--- config.mk ---
export PLATFORM = sky130hd
export DESIGN_NAME = calendar_epoch_converter_flat
export DESIGN_NICKNAME = d
export VERILOG_FILES = /design/src/rtl/core/cec_pkg.sv /design/src/rtl/core/cec_if.sv /design/src/rtl/core/cec_mac.sv /design/src/rtl/core/calendar_epoch_converter.sv /design/src/flat_wrapper.sv
export SDC_FILE = /design/constraint.sdc
export NUM_CORES = 2
export LEC_CHECK = 0
export BUFFER_PORTS_ARGS = -buffer_cell sky130_fd_sc_hd__buf_4
export CORE_ASPECT_RATIO = 0.75
export CORE_MARGIN = 2
export CORE_UTILIZATION = 55
export DETAILED_ROUTE_END_ITERATION = 8
export PLACE_DENSITY = 0.81
export SYNTH_ARGS = -nofsm -noshare
export SYNTH_HDL_FRONTEND = slang
export SYNTH_SLANG_ARGS = --single-unit
--- constraint.sdc ---
create_clock -name clk -period 42.6 [get_ports clk]
set_input_delay 8.52 -clock clk [delete_from_list [all_inputs] [get_ports clk]]
set_output_delay 8.52 -clock clk [all_outputs]
set_load 0.01 [all_outputs]
--- src/rtl/core/cec_pkg.sv ---
`timescale 1ns / 1ps
// ----------------------------------------------------------------------------
// cec_pkg
// Types, constants and small tables for the calendar / epoch converter.
// ----------------------------------------------------------------------------
package cec_pkg;

  localparam logic OP_CAL_TO_MS   = 1'b0;
  localparam logic OP_SEC_TO_CAL  = 1'b1;

  localparam logic [11:0] EPOCH_YEAR = 12'd1970;
  localparam logic [11:0] BASE_YEAR  = 12'd2000;
  // 1970 modulo 400
  localparam logic [8:0]  EPOCH_M400 = 9'd370;
  localparam logic [8:0]  M400_LAST  = 9'd399;
  localparam logic [11:0] LAST_YEAR  = 12'd2106;

  localparam logic [31:0] SEC_PER_DAY  = 32'd86400;
  localparam logic [31:0] MS_PER_SEC   = 32'd1000;
  localparam logic [31:0] SIXTY        = 32'd60;
  localparam logic [31:0] TWENTY_FOUR  = 32'd24;

  // reciprocal constants for exact 32-bit unsigned division
  localparam logic [31:0] MAGIC_DIV60  = 32'h8888_8889;
  localparam int          SHIFT_DIV60  = 37;
  localparam logic [31:0] MAGIC_DIV24  = 32'hAAAA_AAAB;
  localparam int          SHIFT_DIV24  = 36;

  localparam logic [1:0] DIV_SEC  = 2'd0;
  localparam logic [1:0] DIV_MIN  = 2'd1;
  localparam logic [1:0] DIV_HOUR = 2'd2;

  localparam logic [3:0] MONTH_FEB_IDX = 4'd1;
  localparam logic [3:0] MONTH_COUNT   = 4'd12;

  localparam int MAC_W = 66;

  typedef enum logic [3:0] {
    ST_IDLE,
    ST_YEAR0,
    ST_MONTH0,
    ST_HM,
    ST_HMS,
    ST_SEC,
    ST_MS,
    ST_DIVQ,
    ST_DIVR,
    ST_YEAR1,
    ST_MONTH1,
    ST_DONE
  } cec_state_t;

  // operands of the shared multiply-accumulate unit: y = c +/- a * b
  typedef struct packed {
    logic [33:0] a;
    logic [31:0] b;
    logic [43:0] c;
    logic        sub;
  } mac_op_t;

  // leap rule from the year modulo 400
  function automatic logic leap_f(input logic [8:0] m400);
    leap_f = (m400[1:0] == 2'b00) && (m400 != 9'd100) && (m400 != 9'd200) &&
             (m400 != 9'd300);
  endfunction

  // days before month, zero-based month index
  function automatic logic [8:0] days_before_f(input logic [3:0] idx);
    case (idx)
      4'd0:    days_before_f = 9'd0;
      4'd1:    days_before_f = 9'd31;
      4'd2:    days_before_f = 9'd59;
      4'd3:    days_before_f = 9'd90;
      4'd4:    days_before_f = 9'd120;
      4'd5:    days_before_f = 9'd151;
      4'd6:    days_before_f = 9'd181;
      4'd7:    days_before_f = 9'd212;
      4'd8:    days_before_f = 9'd243;
      4'd9:    days_before_f = 9'd273;
      4'd10:   days_before_f = 9'd304;
      4'd11:   days_before_f = 9'd334;
      default: days_before_f = 9'd0;
    endcase
  endfunction

  // month length in a common year, zero-based month index
  function automatic logic [4:0] month_len_f(input logic [3:0] idx);
    case (idx)
      4'd1:                      month_len_f = 5'd28;
      4'd3, 4'd5, 4'd8, 4'd10:   month_len_f = 5'd30;
      default:                   month_len_f = 5'd31;
    endcase
  endfunction

endpackage

--- src/rtl/core/cec_if.sv ---
`timescale 1ns / 1ps
// ----------------------------------------------------------------------------
// cec_if
// Valid/ready channels carrying converter requests and results.
// ----------------------------------------------------------------------------
interface cec_in_if;
  logic        valid;
  logic        ready;
  logic        opcode;
  logic [31:0] epoch_seconds;
  logic [7:0]  year_in;
  logic [3:0]  month_in;
  logic [4:0]  day_in;
  logic [4:0]  hours_in;
  logic [5:0]  minutes_in;
  logic [5:0]  seconds_in;

  modport source (
    output valid, opcode, epoch_seconds, year_in, month_in, day_in, hours_in,
           minutes_in, seconds_in,
    input  ready
  );
  modport sink (
    input  valid, opcode, epoch_seconds, year_in, month_in, day_in, hours_in,
           minutes_in, seconds_in,
    output ready
  );
endinterface

interface cec_out_if;
  logic        valid;
  logic        ready;
  logic [43:0] epoch_ms;
  logic [7:0]  year_out;
  logic [3:0]  month_out;
  logic [4:0]  day_out;
  logic [4:0]  hours_out;
  logic [5:0]  minutes_out;
  logic [5:0]  seconds_out;

  modport source (
    output valid, epoch_ms, year_out, month_out, day_out, hours_out,
           minutes_out, seconds_out,
    input  ready
  );
  modport sink (
    input  valid, epoch_ms, year_out, month_out, day_out, hours_out,
           minutes_out, seconds_out,
    output ready
  );
endinterface

--- src/rtl/core/cec_mac.sv ---
`timescale 1ns / 1ps
// ----------------------------------------------------------------------------
// cec_mac
// Shared multiply-accumulate unit: y = c + a * b, or c - a * b.
// ----------------------------------------------------------------------------
module cec_mac import cec_pkg::*; (
  input  mac_op_t          op,
  output logic [MAC_W-1:0] y
);

  logic [MAC_W-1:0] prod;
  logic [MAC_W-1:0] addend;

  assign prod   = op.a * op.b;
  assign addend = {{(MAC_W-44){1'b0}}, op.c};
  assign y      = op.sub ? (addend - prod) : (addend + prod);

endmodule

--- src/rtl/core/calendar_epoch_converter.sv ---
`timescale 1ns / 1ps
// ----------------------------------------------------------------------------
// calendar_epoch_converter
// Converts between calendar time and Unix epoch time, one request at a time.
// ----------------------------------------------------------------------------
// One request is worked at a time by a small sequencer around a single
// multiply-accumulate unit. Calendar to milliseconds makes one pass per year
// since 1970, then five arithmetic steps. Seconds to calendar makes a quotient
// and a remainder step for each of seconds, minutes and hours, then one pass
// per elapsed year and per elapsed month. The result waits in an output
// register; a new request is taken once that register is free or being
// emptied. No clearing pass follows reset.
// ----------------------------------------------------------------------------
module calendar_epoch_converter import cec_pkg::*; (
  input  logic       clk,
  input  logic       rst_n,
  cec_in_if.sink     in_if,
  cec_out_if.source  out_if
);

  cec_state_t  state_r, state_nxt;
  logic        op_r, op_nxt;
  logic [11:0] year_r, year_nxt;
  logic [11:0] tgt_r, tgt_nxt;
  logic [8:0]  m400_r, m400_nxt;
  logic [43:0] acc_r, acc_nxt;
  logic [31:0] aux_r, aux_nxt;
  logic [3:0]  mo_r, mo_nxt;
  logic [3:0]  month_r, month_nxt;
  logic [4:0]  day_r, day_nxt;
  logic [4:0]  hrs_in_r, hrs_in_nxt;
  logic [5:0]  min_in_r, min_in_nxt;
  logic [5:0]  sec_in_r, sec_in_nxt;
  logic [1:0]  div_idx_r, div_idx_nxt;
  logic [5:0]  sec_o_r, sec_o_nxt;
  logic [5:0]  min_o_r, min_o_nxt;
  logic [4:0]  hrs_o_r, hrs_o_nxt;

  logic        out_valid_r, out_valid_nxt;
  logic [43:0] ms_r, ms_nxt;
  logic [7:0]  yo_r, yo_nxt;
  logic [3:0]  mo_out_r, mo_out_nxt;
  logic [4:0]  do_r, do_nxt;
  logic [4:0]  ho_r, ho_nxt;
  logic [5:0]  mio_r, mio_nxt;
  logic [5:0]  so_r, so_nxt;

  mac_op_t          mac_op;
  logic [MAC_W-1:0] mac_y;
  logic             in_ready;
  logic             load_out;
  logic             is_leap;
  logic [8:0]       diy;
  logic [4:0]       md;
  logic [9:0]       day_add;
  logic [11:0]      year_off;
  logic [8:0]       m400_inc;

  cec_mac u_mac (
    .op (mac_op),
    .y  (mac_y)
  );

  assign is_leap  = leap_f(m400_r);
  assign diy      = is_leap ? 9'd366 : 9'd365;
  assign md       = (mo_r == MONTH_FEB_IDX && is_leap) ? 5'd29 : month_len_f(mo_r);
  assign day_add  = {1'b0, days_before_f(month_r - 4'd1)}
                  + {9'd0, (month_r > 4'd2) && is_leap}
                  + {5'd0, day_r - 5'd1};
  assign year_off = year_r - BASE_YEAR;
  assign m400_inc = (m400_r == M400_LAST) ? 9'd0 : m400_r + 9'd1;

  assign in_ready     = (state_r == ST_IDLE) && (!out_valid_r || out_if.ready);
  assign in_if.ready  = in_ready;

  always_comb begin
    state_nxt     = state_r;
    op_nxt        = op_r;
    year_nxt      = year_r;
    tgt_nxt       = tgt_r;
    m400_nxt      = m400_r;
    acc_nxt       = acc_r;
    aux_nxt       = aux_r;
    mo_nxt        = mo_r;
    month_nxt     = month_r;
    day_nxt       = day_r;
    hrs_in_nxt    = hrs_in_r;
    min_in_nxt    = min_in_r;
    sec_in_nxt    = sec_in_r;
    div_idx_nxt   = div_idx_r;
    sec_o_nxt     = sec_o_r;
    min_o_nxt     = min_o_r;
    hrs_o_nxt     = hrs_o_r;
    ms_nxt        = ms_r;
    yo_nxt        = yo_r;
    mo_out_nxt    = mo_out_r;
    do_nxt        = do_r;
    ho_nxt        = ho_r;
    mio_nxt       = mio_r;
    so_nxt        = so_r;
    out_valid_nxt = out_valid_r && !out_if.ready;
    load_out      = 1'b0;
    mac_op        = '0;

    case (state_r)
      ST_IDLE: begin
        if (in_if.valid && in_ready) begin
          op_nxt      = in_if.opcode;
          year_nxt    = EPOCH_YEAR;
          m400_nxt    = EPOCH_M400;
          tgt_nxt     = BASE_YEAR + {4'd0, in_if.year_in};
          mo_nxt      = 4'd0;
          div_idx_nxt = DIV_SEC;
          hrs_in_nxt  = in_if.hours_in;
          min_in_nxt  = in_if.minutes_in;
          sec_in_nxt  = in_if.seconds_in;
          // an out-of-range month is clamped; a day of zero becomes one
          if (in_if.month_in == 4'd0) begin
            month_nxt = 4'd1;
          end else if (in_if.month_in > MONTH_COUNT) begin
            month_nxt = MONTH_COUNT;
          end else begin
            month_nxt = in_if.month_in;
          end
          day_nxt = (in_if.day_in == 5'd0) ? 5'd1 : in_if.day_in;
          if (in_if.opcode == OP_SEC_TO_CAL) begin
            acc_nxt   = {12'd0, in_if.epoch_seconds};
            state_nxt = ST_DIVQ;
          end else begin
            acc_nxt   = '0;
            state_nxt = ST_YEAR0;
          end
        end
      end

      ST_YEAR0: begin
        if (year_r < tgt_r) begin
          mac_op.a = {25'd0, diy};
          mac_op.b = 32'd1;
          mac_op.c = acc_r;
          acc_nxt  = mac_y[43:0];
          year_nxt = year_r + 12'd1;
          m400_nxt = m400_inc;
        end else begin
          state_nxt = ST_MONTH0;
        end
      end

      ST_MONTH0: begin
        mac_op.a  = {24'd0, day_add};
        mac_op.b  = 32'd1;
        mac_op.c  = acc_r;
        acc_nxt   = mac_y[43:0];
        state_nxt = ST_HM;
      end

      ST_HM: begin
        mac_op.a  = {29'd0, hrs_in_r};
        mac_op.b  = SIXTY;
        mac_op.c  = {38'd0, min_in_r};
        aux_nxt   = mac_y[31:0];
        state_nxt = ST_HMS;
      end

      ST_HMS: begin
        mac_op.a  = {2'd0, aux_r};
        mac_op.b  = SIXTY;
        mac_op.c  = {38'd0, sec_in_r};
        aux_nxt   = mac_y[31:0];
        state_nxt = ST_SEC;
      end

      ST_SEC: begin
        mac_op.a  = acc_r[33:0];
        mac_op.b  = SEC_PER_DAY;
        mac_op.c  = {12'd0, aux_r};
        acc_nxt   = mac_y[43:0];
        state_nxt = ST_MS;
      end

      ST_MS: begin
        mac_op.a  = acc_r[33:0];
        mac_op.b  = MS_PER_SEC;
        acc_nxt   = mac_y[43:0];
        state_nxt = ST_DONE;
      end

      ST_DIVQ: begin
        // quotient by reciprocal multiply and shift
        mac_op.a = acc_r[33:0];
        if (div_idx_r == DIV_HOUR) begin
          mac_op.b = MAGIC_DIV24;
          aux_nxt  = 32'(mac_y >> SHIFT_DIV24);
        end else begin
          mac_op.b = MAGIC_DIV60;
          aux_nxt  = 32'(mac_y >> SHIFT_DIV60);
        end
        state_nxt = ST_DIVR;
      end

      ST_DIVR: begin
        mac_op.a   = {2'd0, aux_r};
        mac_op.b   = (div_idx_r == DIV_HOUR) ? TWENTY_FOUR : SIXTY;
        mac_op.c   = acc_r;
        mac_op.sub = 1'b1;
        acc_nxt    = {12'd0, aux_r};
        case (div_idx_r)
          DIV_SEC: begin
            sec_o_nxt   = mac_y[5:0];
            div_idx_nxt = DIV_MIN;
            state_nxt   = ST_DIVQ;
          end
          DIV_MIN: begin
            min_o_nxt   = mac_y[5:0];
            div_idx_nxt = DIV_HOUR;
            state_nxt   = ST_DIVQ;
          end
          default: begin
            hrs_o_nxt = mac_y[4:0];
            state_nxt = ST_YEAR1;
          end
        endcase
      end

      ST_YEAR1: begin
        if (acc_r < {35'd0, diy}) begin
          state_nxt = ST_MONTH1;
        end else begin
          mac_op.a   = {25'd0, diy};
          mac_op.b   = 32'd1;
          mac_op.c   = acc_r;
          mac_op.sub = 1'b1;
          acc_nxt    = mac_y[43:0];
          year_nxt   = year_r + 12'd1;
          m400_nxt   = m400_inc;
        end
      end

      ST_MONTH1: begin
        if (mo_r != MONTH_COUNT && acc_r >= {39'd0, md}) begin
          mac_op.a   = {29'd0, md};
          mac_op.b   = 32'd1;
          mac_op.c   = acc_r;
          mac_op.sub = 1'b1;
          acc_nxt    = mac_y[43:0];
          mo_nxt     = mo_r + 4'd1;
        end else begin
          state_nxt = ST_DONE;
        end
      end

      ST_DONE: begin
        load_out      = 1'b1;
        out_valid_nxt = 1'b1;
        if (op_r == OP_CAL_TO_MS) begin
          ms_nxt     = acc_r;
          yo_nxt     = '0;
          mo_out_nxt = '0;
          do_nxt     = '0;
          ho_nxt     = '0;
          mio_nxt    = '0;
          so_nxt     = '0;
        end else begin
          ms_nxt     = '0;
          yo_nxt     = year_off[7:0];
          mo_out_nxt = mo_r + 4'd1;
          do_nxt     = acc_r[4:0] + 5'd1;
          ho_nxt     = hrs_o_r;
          mio_nxt    = min_o_r;
          so_nxt     = sec_o_r;
        end
        state_nxt = ST_IDLE;
      end

      default: begin
        state_nxt = ST_IDLE;
      end
    endcase
  end

  always_ff @(posedge clk) begin
    if (!rst_n) begin
      state_r     <= ST_IDLE;
      out_valid_r <= 1'b0;
    end else begin
      state_r     <= state_nxt;
      out_valid_r <= out_valid_nxt;
    end
  end

  always_ff @(posedge clk) begin
    op_r      <= op_nxt;
    year_r    <= year_nxt;
    tgt_r     <= tgt_nxt;
    m400_r    <= m400_nxt;
    acc_r     <= acc_nxt;
    aux_r     <= aux_nxt;
    mo_r      <= mo_nxt;
    month_r   <= month_nxt;
    day_r     <= day_nxt;
    hrs_in_r  <= hrs_in_nxt;
    min_in_r  <= min_in_nxt;
    sec_in_r  <= sec_in_nxt;
    div_idx_r <= div_idx_nxt;
    sec_o_r   <= sec_o_nxt;
    min_o_r   <= min_o_nxt;
    hrs_o_r   <= hrs_o_nxt;
    ms_r      <= ms_nxt;
    yo_r      <= yo_nxt;
    mo_out_r  <= mo_out_nxt;
    do_r      <= do_nxt;
    ho_r      <= ho_nxt;
    mio_r     <= mio_nxt;
    so_r      <= so_nxt;
  end

  assign out_if.valid       = out_valid_r;
  assign out_if.epoch_ms    = ms_r;
  assign out_if.year_out    = yo_r;
  assign out_if.month_out   = mo_out_r;
  assign out_if.day_out     = do_r;
  assign out_if.hours_out   = ho_r;
  assign out_if.minutes_out = mio_r;
  assign out_if.seconds_out = so_r;

  // a finished result never lands on one still waiting
  a_no_overwrite: assert property (@(posedge clk) disable iff (!rst_n)
    load_out |-> !out_valid_r)
    else $error("result loaded while output register still full");

  // a transaction taken with nothing new behind it empties the output
  a_out_drains: assert property (@(posedge clk) disable iff (!rst_n)
    (out_valid_r && out_if.ready && !load_out) |=> !out_valid_r)
    else $error("output register not emptied after transaction");

  // 32-bit seconds never run the year loop past 2106
  a_year1_bound: assert property (@(posedge clk) disable iff (!rst_n)
    (state_r == ST_YEAR1) |-> (year_r <= LAST_YEAR))
    else $error("year loop ran past the 32-bit seconds range");

  // the year sum stops at the requested year
  a_year0_bound: assert property (@(posedge clk) disable iff (!rst_n)
    (state_r == ST_YEAR0) |-> (year_r <= tgt_r))
    else $error("year sum overshot the requested year");

endmodule

--- src/flat_wrapper.sv ---
// flat-port wrapper written by rule: the top's interface ports become plain ports
module calendar_epoch_converter_flat import cec_pkg::*;
  (clk, rst_n, in_if_valid, in_if_opcode, in_if_epoch_seconds, in_if_year_in, in_if_month_in, in_if_day_in, in_if_hours_in, in_if_minutes_in, in_if_seconds_in, in_if_ready, out_if_valid, out_if_epoch_ms, out_if_year_out, out_if_month_out, out_if_day_out, out_if_hours_out, out_if_minutes_out, out_if_seconds_out, out_if_ready);
  cec_in_if in_if_i ();
  cec_out_if out_if_i ();
  input  logic clk;
  input  logic rst_n;
  input wire logic [$bits(in_if_i.valid)-1:0] in_if_valid;
  input wire logic [$bits(in_if_i.opcode)-1:0] in_if_opcode;
  input wire logic [$bits(in_if_i.epoch_seconds)-1:0] in_if_epoch_seconds;
  input wire logic [$bits(in_if_i.year_in)-1:0] in_if_year_in;
  input wire logic [$bits(in_if_i.month_in)-1:0] in_if_month_in;
  input wire logic [$bits(in_if_i.day_in)-1:0] in_if_day_in;
  input wire logic [$bits(in_if_i.hours_in)-1:0] in_if_hours_in;
  input wire logic [$bits(in_if_i.minutes_in)-1:0] in_if_minutes_in;
  input wire logic [$bits(in_if_i.seconds_in)-1:0] in_if_seconds_in;
  output wire logic [$bits(in_if_i.ready)-1:0] in_if_ready;
  output wire logic [$bits(out_if_i.valid)-1:0] out_if_valid;
  output wire logic [$bits(out_if_i.epoch_ms)-1:0] out_if_epoch_ms;
  output wire logic [$bits(out_if_i.year_out)-1:0] out_if_year_out;
  output wire logic [$bits(out_if_i.month_out)-1:0] out_if_month_out;
  output wire logic [$bits(out_if_i.day_out)-1:0] out_if_day_out;
  output wire logic [$bits(out_if_i.hours_out)-1:0] out_if_hours_out;
  output wire logic [$bits(out_if_i.minutes_out)-1:0] out_if_minutes_out;
  output wire logic [$bits(out_if_i.seconds_out)-1:0] out_if_seconds_out;
  input wire logic [$bits(out_if_i.ready)-1:0] out_if_ready;
  assign in_if_i.valid = in_if_valid;
  assign in_if_i.opcode = in_if_opcode;
  assign in_if_i.epoch_seconds = in_if_epoch_seconds;
  assign in_if_i.year_in = in_if_year_in;
  assign in_if_i.month_in = in_if_month_in;
  assign in_if_i.day_in = in_if_day_in;
  assign in_if_i.hours_in = in_if_hours_in;
  assign in_if_i.minutes_in = in_if_minutes_in;
  assign in_if_i.seconds_in = in_if_seconds_in;
  assign in_if_ready = in_if_i.ready;
  assign out_if_valid = out_if_i.valid;
  assign out_if_epoch_ms = out_if_i.epoch_ms;
  assign out_if_year_out = out_if_i.year_out;
  assign out_if_month_out = out_if_i.month_out;
  assign out_if_day_out = out_if_i.day_out;
  assign out_if_hours_out = out_if_i.hours_out;
  assign out_if_minutes_out = out_if_i.minutes_out;
  assign out_if_seconds_out = out_if_i.seconds_out;
  assign out_if_i.ready = out_if_ready;
  calendar_epoch_converter u_core (.clk(clk), .rst_n(rst_n), .in_if(in_if_i), .out_if(out_if_i));
endmodule
# Word-level counts from Yosys, hierarchy flattened
# Memories as Yosys holds them, arrays and structs flattened.
# Cells that the tools add are included.
[totals]
out_inout_bits = 80
reg_bits = 242
mem_count = 1
elab_cells = 158
romBits = 144
input_bits = 71
[mem_list]
columns = ["memory", "depth", "width", "read_ports", "rd_clocked_by_memory_dff", "wr", "line_no", "source"]
rows = [
  ["(no name shown)", 16, 9, 1, 0, 0, "cec_pkg.sv:69", "case (idx)"],
]
[op_classes]
addsub = 12
eq_ne = 31
reduce_logical = 37
bitwise = 1
n_mux = 44
n_lt_le_gt_ge = 5
multipliers = 1
[ops]
columns = ["op", "n"]
rows = [
  ["$pmux W66 S10", 1],
  ["$pmux W44 S7", 1],
  ["$pmux W44 S6", 1],
  ["$mux W44", 4],
  ["$mux W86", 1],
  ["$mux W85", 1],
  ["$mux W82", 1],
  ["$add A44 B66 Y66", 1],
  ["$mul A34 B32 Y66", 1],
  ["$mux W66", 1],
  ["$sub A44 B66 Y66", 1],
  ["$pmux W32 S2", 1],
  ["$mux W30", 2],
  ["$ge A44 B5 Y1", 1],
  ["$lt A44 B9 Y1", 1],
  ["$pmux W4 S11", 1],
  ["$mux W12", 3],
  ["$mux W9", 4],
  ["$pmux W12 S3", 1],
  ["$mux W32", 1],
  ["$mux W4", 8],
  ["$pmux W9 S3", 1],
  ["$eq A4 B4 Y1 const B", 6],
  ["$eq A4 B3 Y1 const B", 5],
  ["49 further kinds", 82],
]

# Logic depth before layout (Yosys ltp)
[depth]
word_depth = 15
depth_mapped = 68
ltp_nobuf = 65

# Hierarchy
# Synthesis repeated with hierarchy kept, for this count alone.
[unflattened]
hier_cells = 5898
hier_area_um2 = 53284.9
[modules_own_cells]
columns = ["mod", "area_per_inst_um2", "instances", "cells_each", "seq_area_each_um2"]
rows = [
  ["cec_mac", 40385.0, 1, 4736, 0.0],
  ["calendar_epoch_converter", 12899.9, 1, 1162, 7186.9],
]

# Worst setup path before layout
# OpenSTA, ideal clock, no wires.
[synth_timing]
path_type = "input to output"
from = "input out_if_ready"
to = "output in_if_ready"
stages = 2
path_buffers = 0
arrival_ps = 8736
path_slack_ps = 25344
required_ps = 34080
cell_sequence = "nor2b_1 > nor2_1"
[synth_between]
elab_chain_len = 2
[synth_lines]
columns = ["element", "line_no", "source"]
rows = [
  ["start, declared", "flat_wrapper.sv:26", "input wire logic [$bits(out_if_i.ready)-1:0] out_if_ready;"],
  ["$logic_or A1 B1 Y1", "calendar_epoch_converter.sv:73", "assign in_ready = (state_r == ST_IDLE) && (!out_valid_r || out_if.ready);"],
  ["$logic_and A1 B1 Y1", "calendar_epoch_converter.sv:73", ""],
  ["end, declared", "flat_wrapper.sv:17", "output wire logic [$bits(in_if_i.ready)-1:0] in_if_ready;"],
]
# No other way between the ends.

# Worst setup path in the final report
# Ends and elaborated chain as after synthesis.

==> flow_metrics.tcl <==
set metrics [dict create \
    hold_buffers 0 \
    worst_pin_slew_ns 1.26 \
    core_um2 80900 \
    final_layout_size_suffix_gt1_share_pct 6.36 \
    setup_tns_ns 0 \
    start_kind "input pin" \
    drtPass1Iterations 9 \
    layout_common_cells "inv_1 (1020), fa_1 (688), nand2_1 (505)" \
    drtAntennaViolNets 0 \
    cts.clk_slew.worst_paths_ns 0.07 \
    total_power_mw 3.38 \
    die_y_um 252 \
    whs_ns 0.524 \
    slew_violations 0 \
    syn_to_final_growth_pct 6.92 \
    cp_max_fo 2 \
    crit_start "out_if_ready" \
    arrival_ns 8.99 \
    status "finished, final reports clean" \
    synth_ff_type "edfxtp_1" \
    cap_violations 0 \
    final_common_cell "inv_1" \
    setup_violations 0 \
    synth_edf_count 236 \
    finalHoldViolCount 0 \
    antenna_found_initial 4 \
    drcViolationCount 0 \
    vias 37956 \
    fin_skew_ns 0.0336 \
    cts_tree "done" \
    die-area_um2 84500 \
    synth-async-reset-ratio_pct 0 \
    yosysSeqAreaShare_pct 15.9 \
    start_util_pct 55.9 \
    leakagePower_nw 24.8 \
    cts_buffer_depth 3 \
    grtUsageMet3_pct 19.7 \
    grt_pass1_wl_um 231000 \
    end_kind "primary output" \
    yosys_warnings 0 \
    fp.dieW_um 335 \
    place_area_um2 47500 \
    drt-total-wl_um 154000 \
    avgRoutedWirePerCell_um 25.3 \
    yosysUniqueCellTypes 94 \
    hold_path_class "reg -> reg" \
    rsz0062_at_grt "false" \
    synth_cells 4933 \
    synth-seq-cells 241 \
    place_congestion 1.08 \
    cts_max_level 1 \
    grt_overflow 0 \
    fin_area_um2 48300 \
    cp-endpoint "in_if_ready" \
    busiest_layer "met1" \
    numCtsBuffers 23 \
    r2r-start "u_core.month_r[0]" \
    ir_drop_mv 0.0924 \
    slew_headroom_pct 15.7 \
    r2r_slack_ns 25.67 \
    rr_worst_depth 59 \
    grt_max_degree 76 \
    first_iter_violations 5259 \
    cp.required_ns 34.08 \
    post_cts_buffers 0 \
    r2r_end "u_core.aux_r[23]" \
    met1_usage_pct 52.0 \
    fin_crit_sh_pct 41.1 \
    fmax_ghz 0.0571 \
    grtUsageMet2_pct 48.4 \
    rows 90 \
    dp_slack_ns 25.09 \
    clock_latency_ns 0.59 \
    syn-cell-area_um2 45200 \
    avgViaCountPerCell 6.24 \
    crit_type "in -> out" \
    ctsResizeCount 0 \
    dp_hpwl_um 130000 \
    ioPinCount 151 \
    port_buffers 150 \
    period_needed_ns 17.51 \
    powerDensity_nw_per_um2 69.9 \
    grtUsageTotal_pct 36.7 \
    cts.sinks 241 \
    nNetsFinal 6254 \
    cts-root-buf "clkbuf_16" \
    syn_area_per_cell_um2 9.16 \
    grt_pass1_vias 37130 \
    setup_ws_ns 25.09 \
]
-- layer usage --
metal,vias up,share of wire [%]
li1,16318,-
met1,18526,40
met2,2739,38
met3,371,19
met4,2,3.1
met5,-,0.015
-- synth_stat cells, drive strengths merged (31+ instances only) --
library cell | number | share of area, %
inv | 1020 | 8.5
fa | 688 | 30
nand2 | 506 | 4.2
ha | 494 | 14
nor2 | 257 | 2.1
edfxtp | 236 | 16
o21ai | 171 | 1.9
a21oi | 164 | 1.8
clkbuf | 143 | 1.2
xnor2 | 105 | 2.0
and2 | 100 | 1.4
nor3 | 80 | 0.91
nor2b | 78 | 1.1
xor2 | 78 | 1.5
nand3 | 62 | 0.69
a21o | 61 | 1.0
nand4 | 55 | 0.76
nand2b | 35 | 0.48
and3 | 32 | 0.44
a211oi | 31 | 0.54
-- cell type report --
type	count	area (um2)
diodes	9	22.5
inverters	1022	3840
clock buffers	25	583
flip-flops and latches	241	7190
well taps	1058	1320
fillers	6737	32500
repair buffers	214	1610
clock inverters	16	166
multi-input cells	3499	33600
-- per-stage QoR --
step	utilization, %	instances
after floorplan	-	4935
after detailed placement	58.8	6034
after global routing	59.7	6075
final	59.7	6084
after global placement	58.8	6034
after CTS	59.7	6075
-- power breakdown --
| group | internal [mW] | switching [mW] |
|---|---|---|
| combinational | 0.900 | 1.69 |
| clock | 0.114 | 0.103 |
| sequential | 0.443 | 0.128 |
| total | 1.46 | 1.92 |
-- worst max-delay path, cell delays in order --
cell,delay (ns)
buf_4,0.11
nor2b_1,0.14
nor2_1,0.08
buf_4,0.15
-- logic make-up after synthesis --
| logic type | after synthesis | share of synthesized area [%] |
|---|---|---|
| AO/OA/AOI/OAI | 786 | 11.9 |
| adder cells (fa/ha/maj) | 1182 | 44.2 |
| AND/OR/NAND/NOR | 1330 | 14.2 |
| flip-flops | 241 | 15.9 |
| buffers and inverters | 1195 | 9.99 |
| other | 2 | 0.0166 |
| XOR/XNOR | 183 | 3.55 |
| multiplexers | 14 | 0.313 |
-- how the worst min path moves through the flow --
stage	to	start	cells after the start	slack, ns
floorplan	u_core.out_if.minutes_out[3]	u_core.min_o_r[3]	1	0.50
global placement	u_core.out_if.seconds_out[1]	u_core.sec_o_r[1]	1	0.51
detailed placement	u_core.out_if.seconds_out[5]	u_core.sec_o_r[5]	1	0.51
CTS	u_core.out_if.seconds_out[2]	u_core.sec_o_r[2]	1	0.53
global route	u_core.out_if.minutes_out[0]	u_core.min_o_r[0]	1	0.54
finish	u_core.out_if.seconds_out[2]	u_core.sec_o_r[2]	1	0.52
-- state kept, by name, summed over array words and instances (netlist names), 5 cells and up --
register / count
u_core.acc_r: 44
u_core.aux_r: 32
u_core.day_r: 5
u_core.hrs_in_r: 5
u_core.hrs_o_r: 5
u_core.m400_r: 9
u_core.min_in_r: 6
u_core.min_o_r: 6
u_core.out_if.day_out: 5
u_core.out_if.epoch_ms: 44
u_core.out_if.hours_out: 5
u_core.out_if.minutes_out: 6
u_core.out_if.seconds_out: 6
u_core.out_if.year_out: 8
u_core.sec_in_r: 6
u_core.sec_o_r: 6
u_core.tgt_r: 11
u_core.year_r: 12
Note: power is estimated with default switching activity, not from simulation.
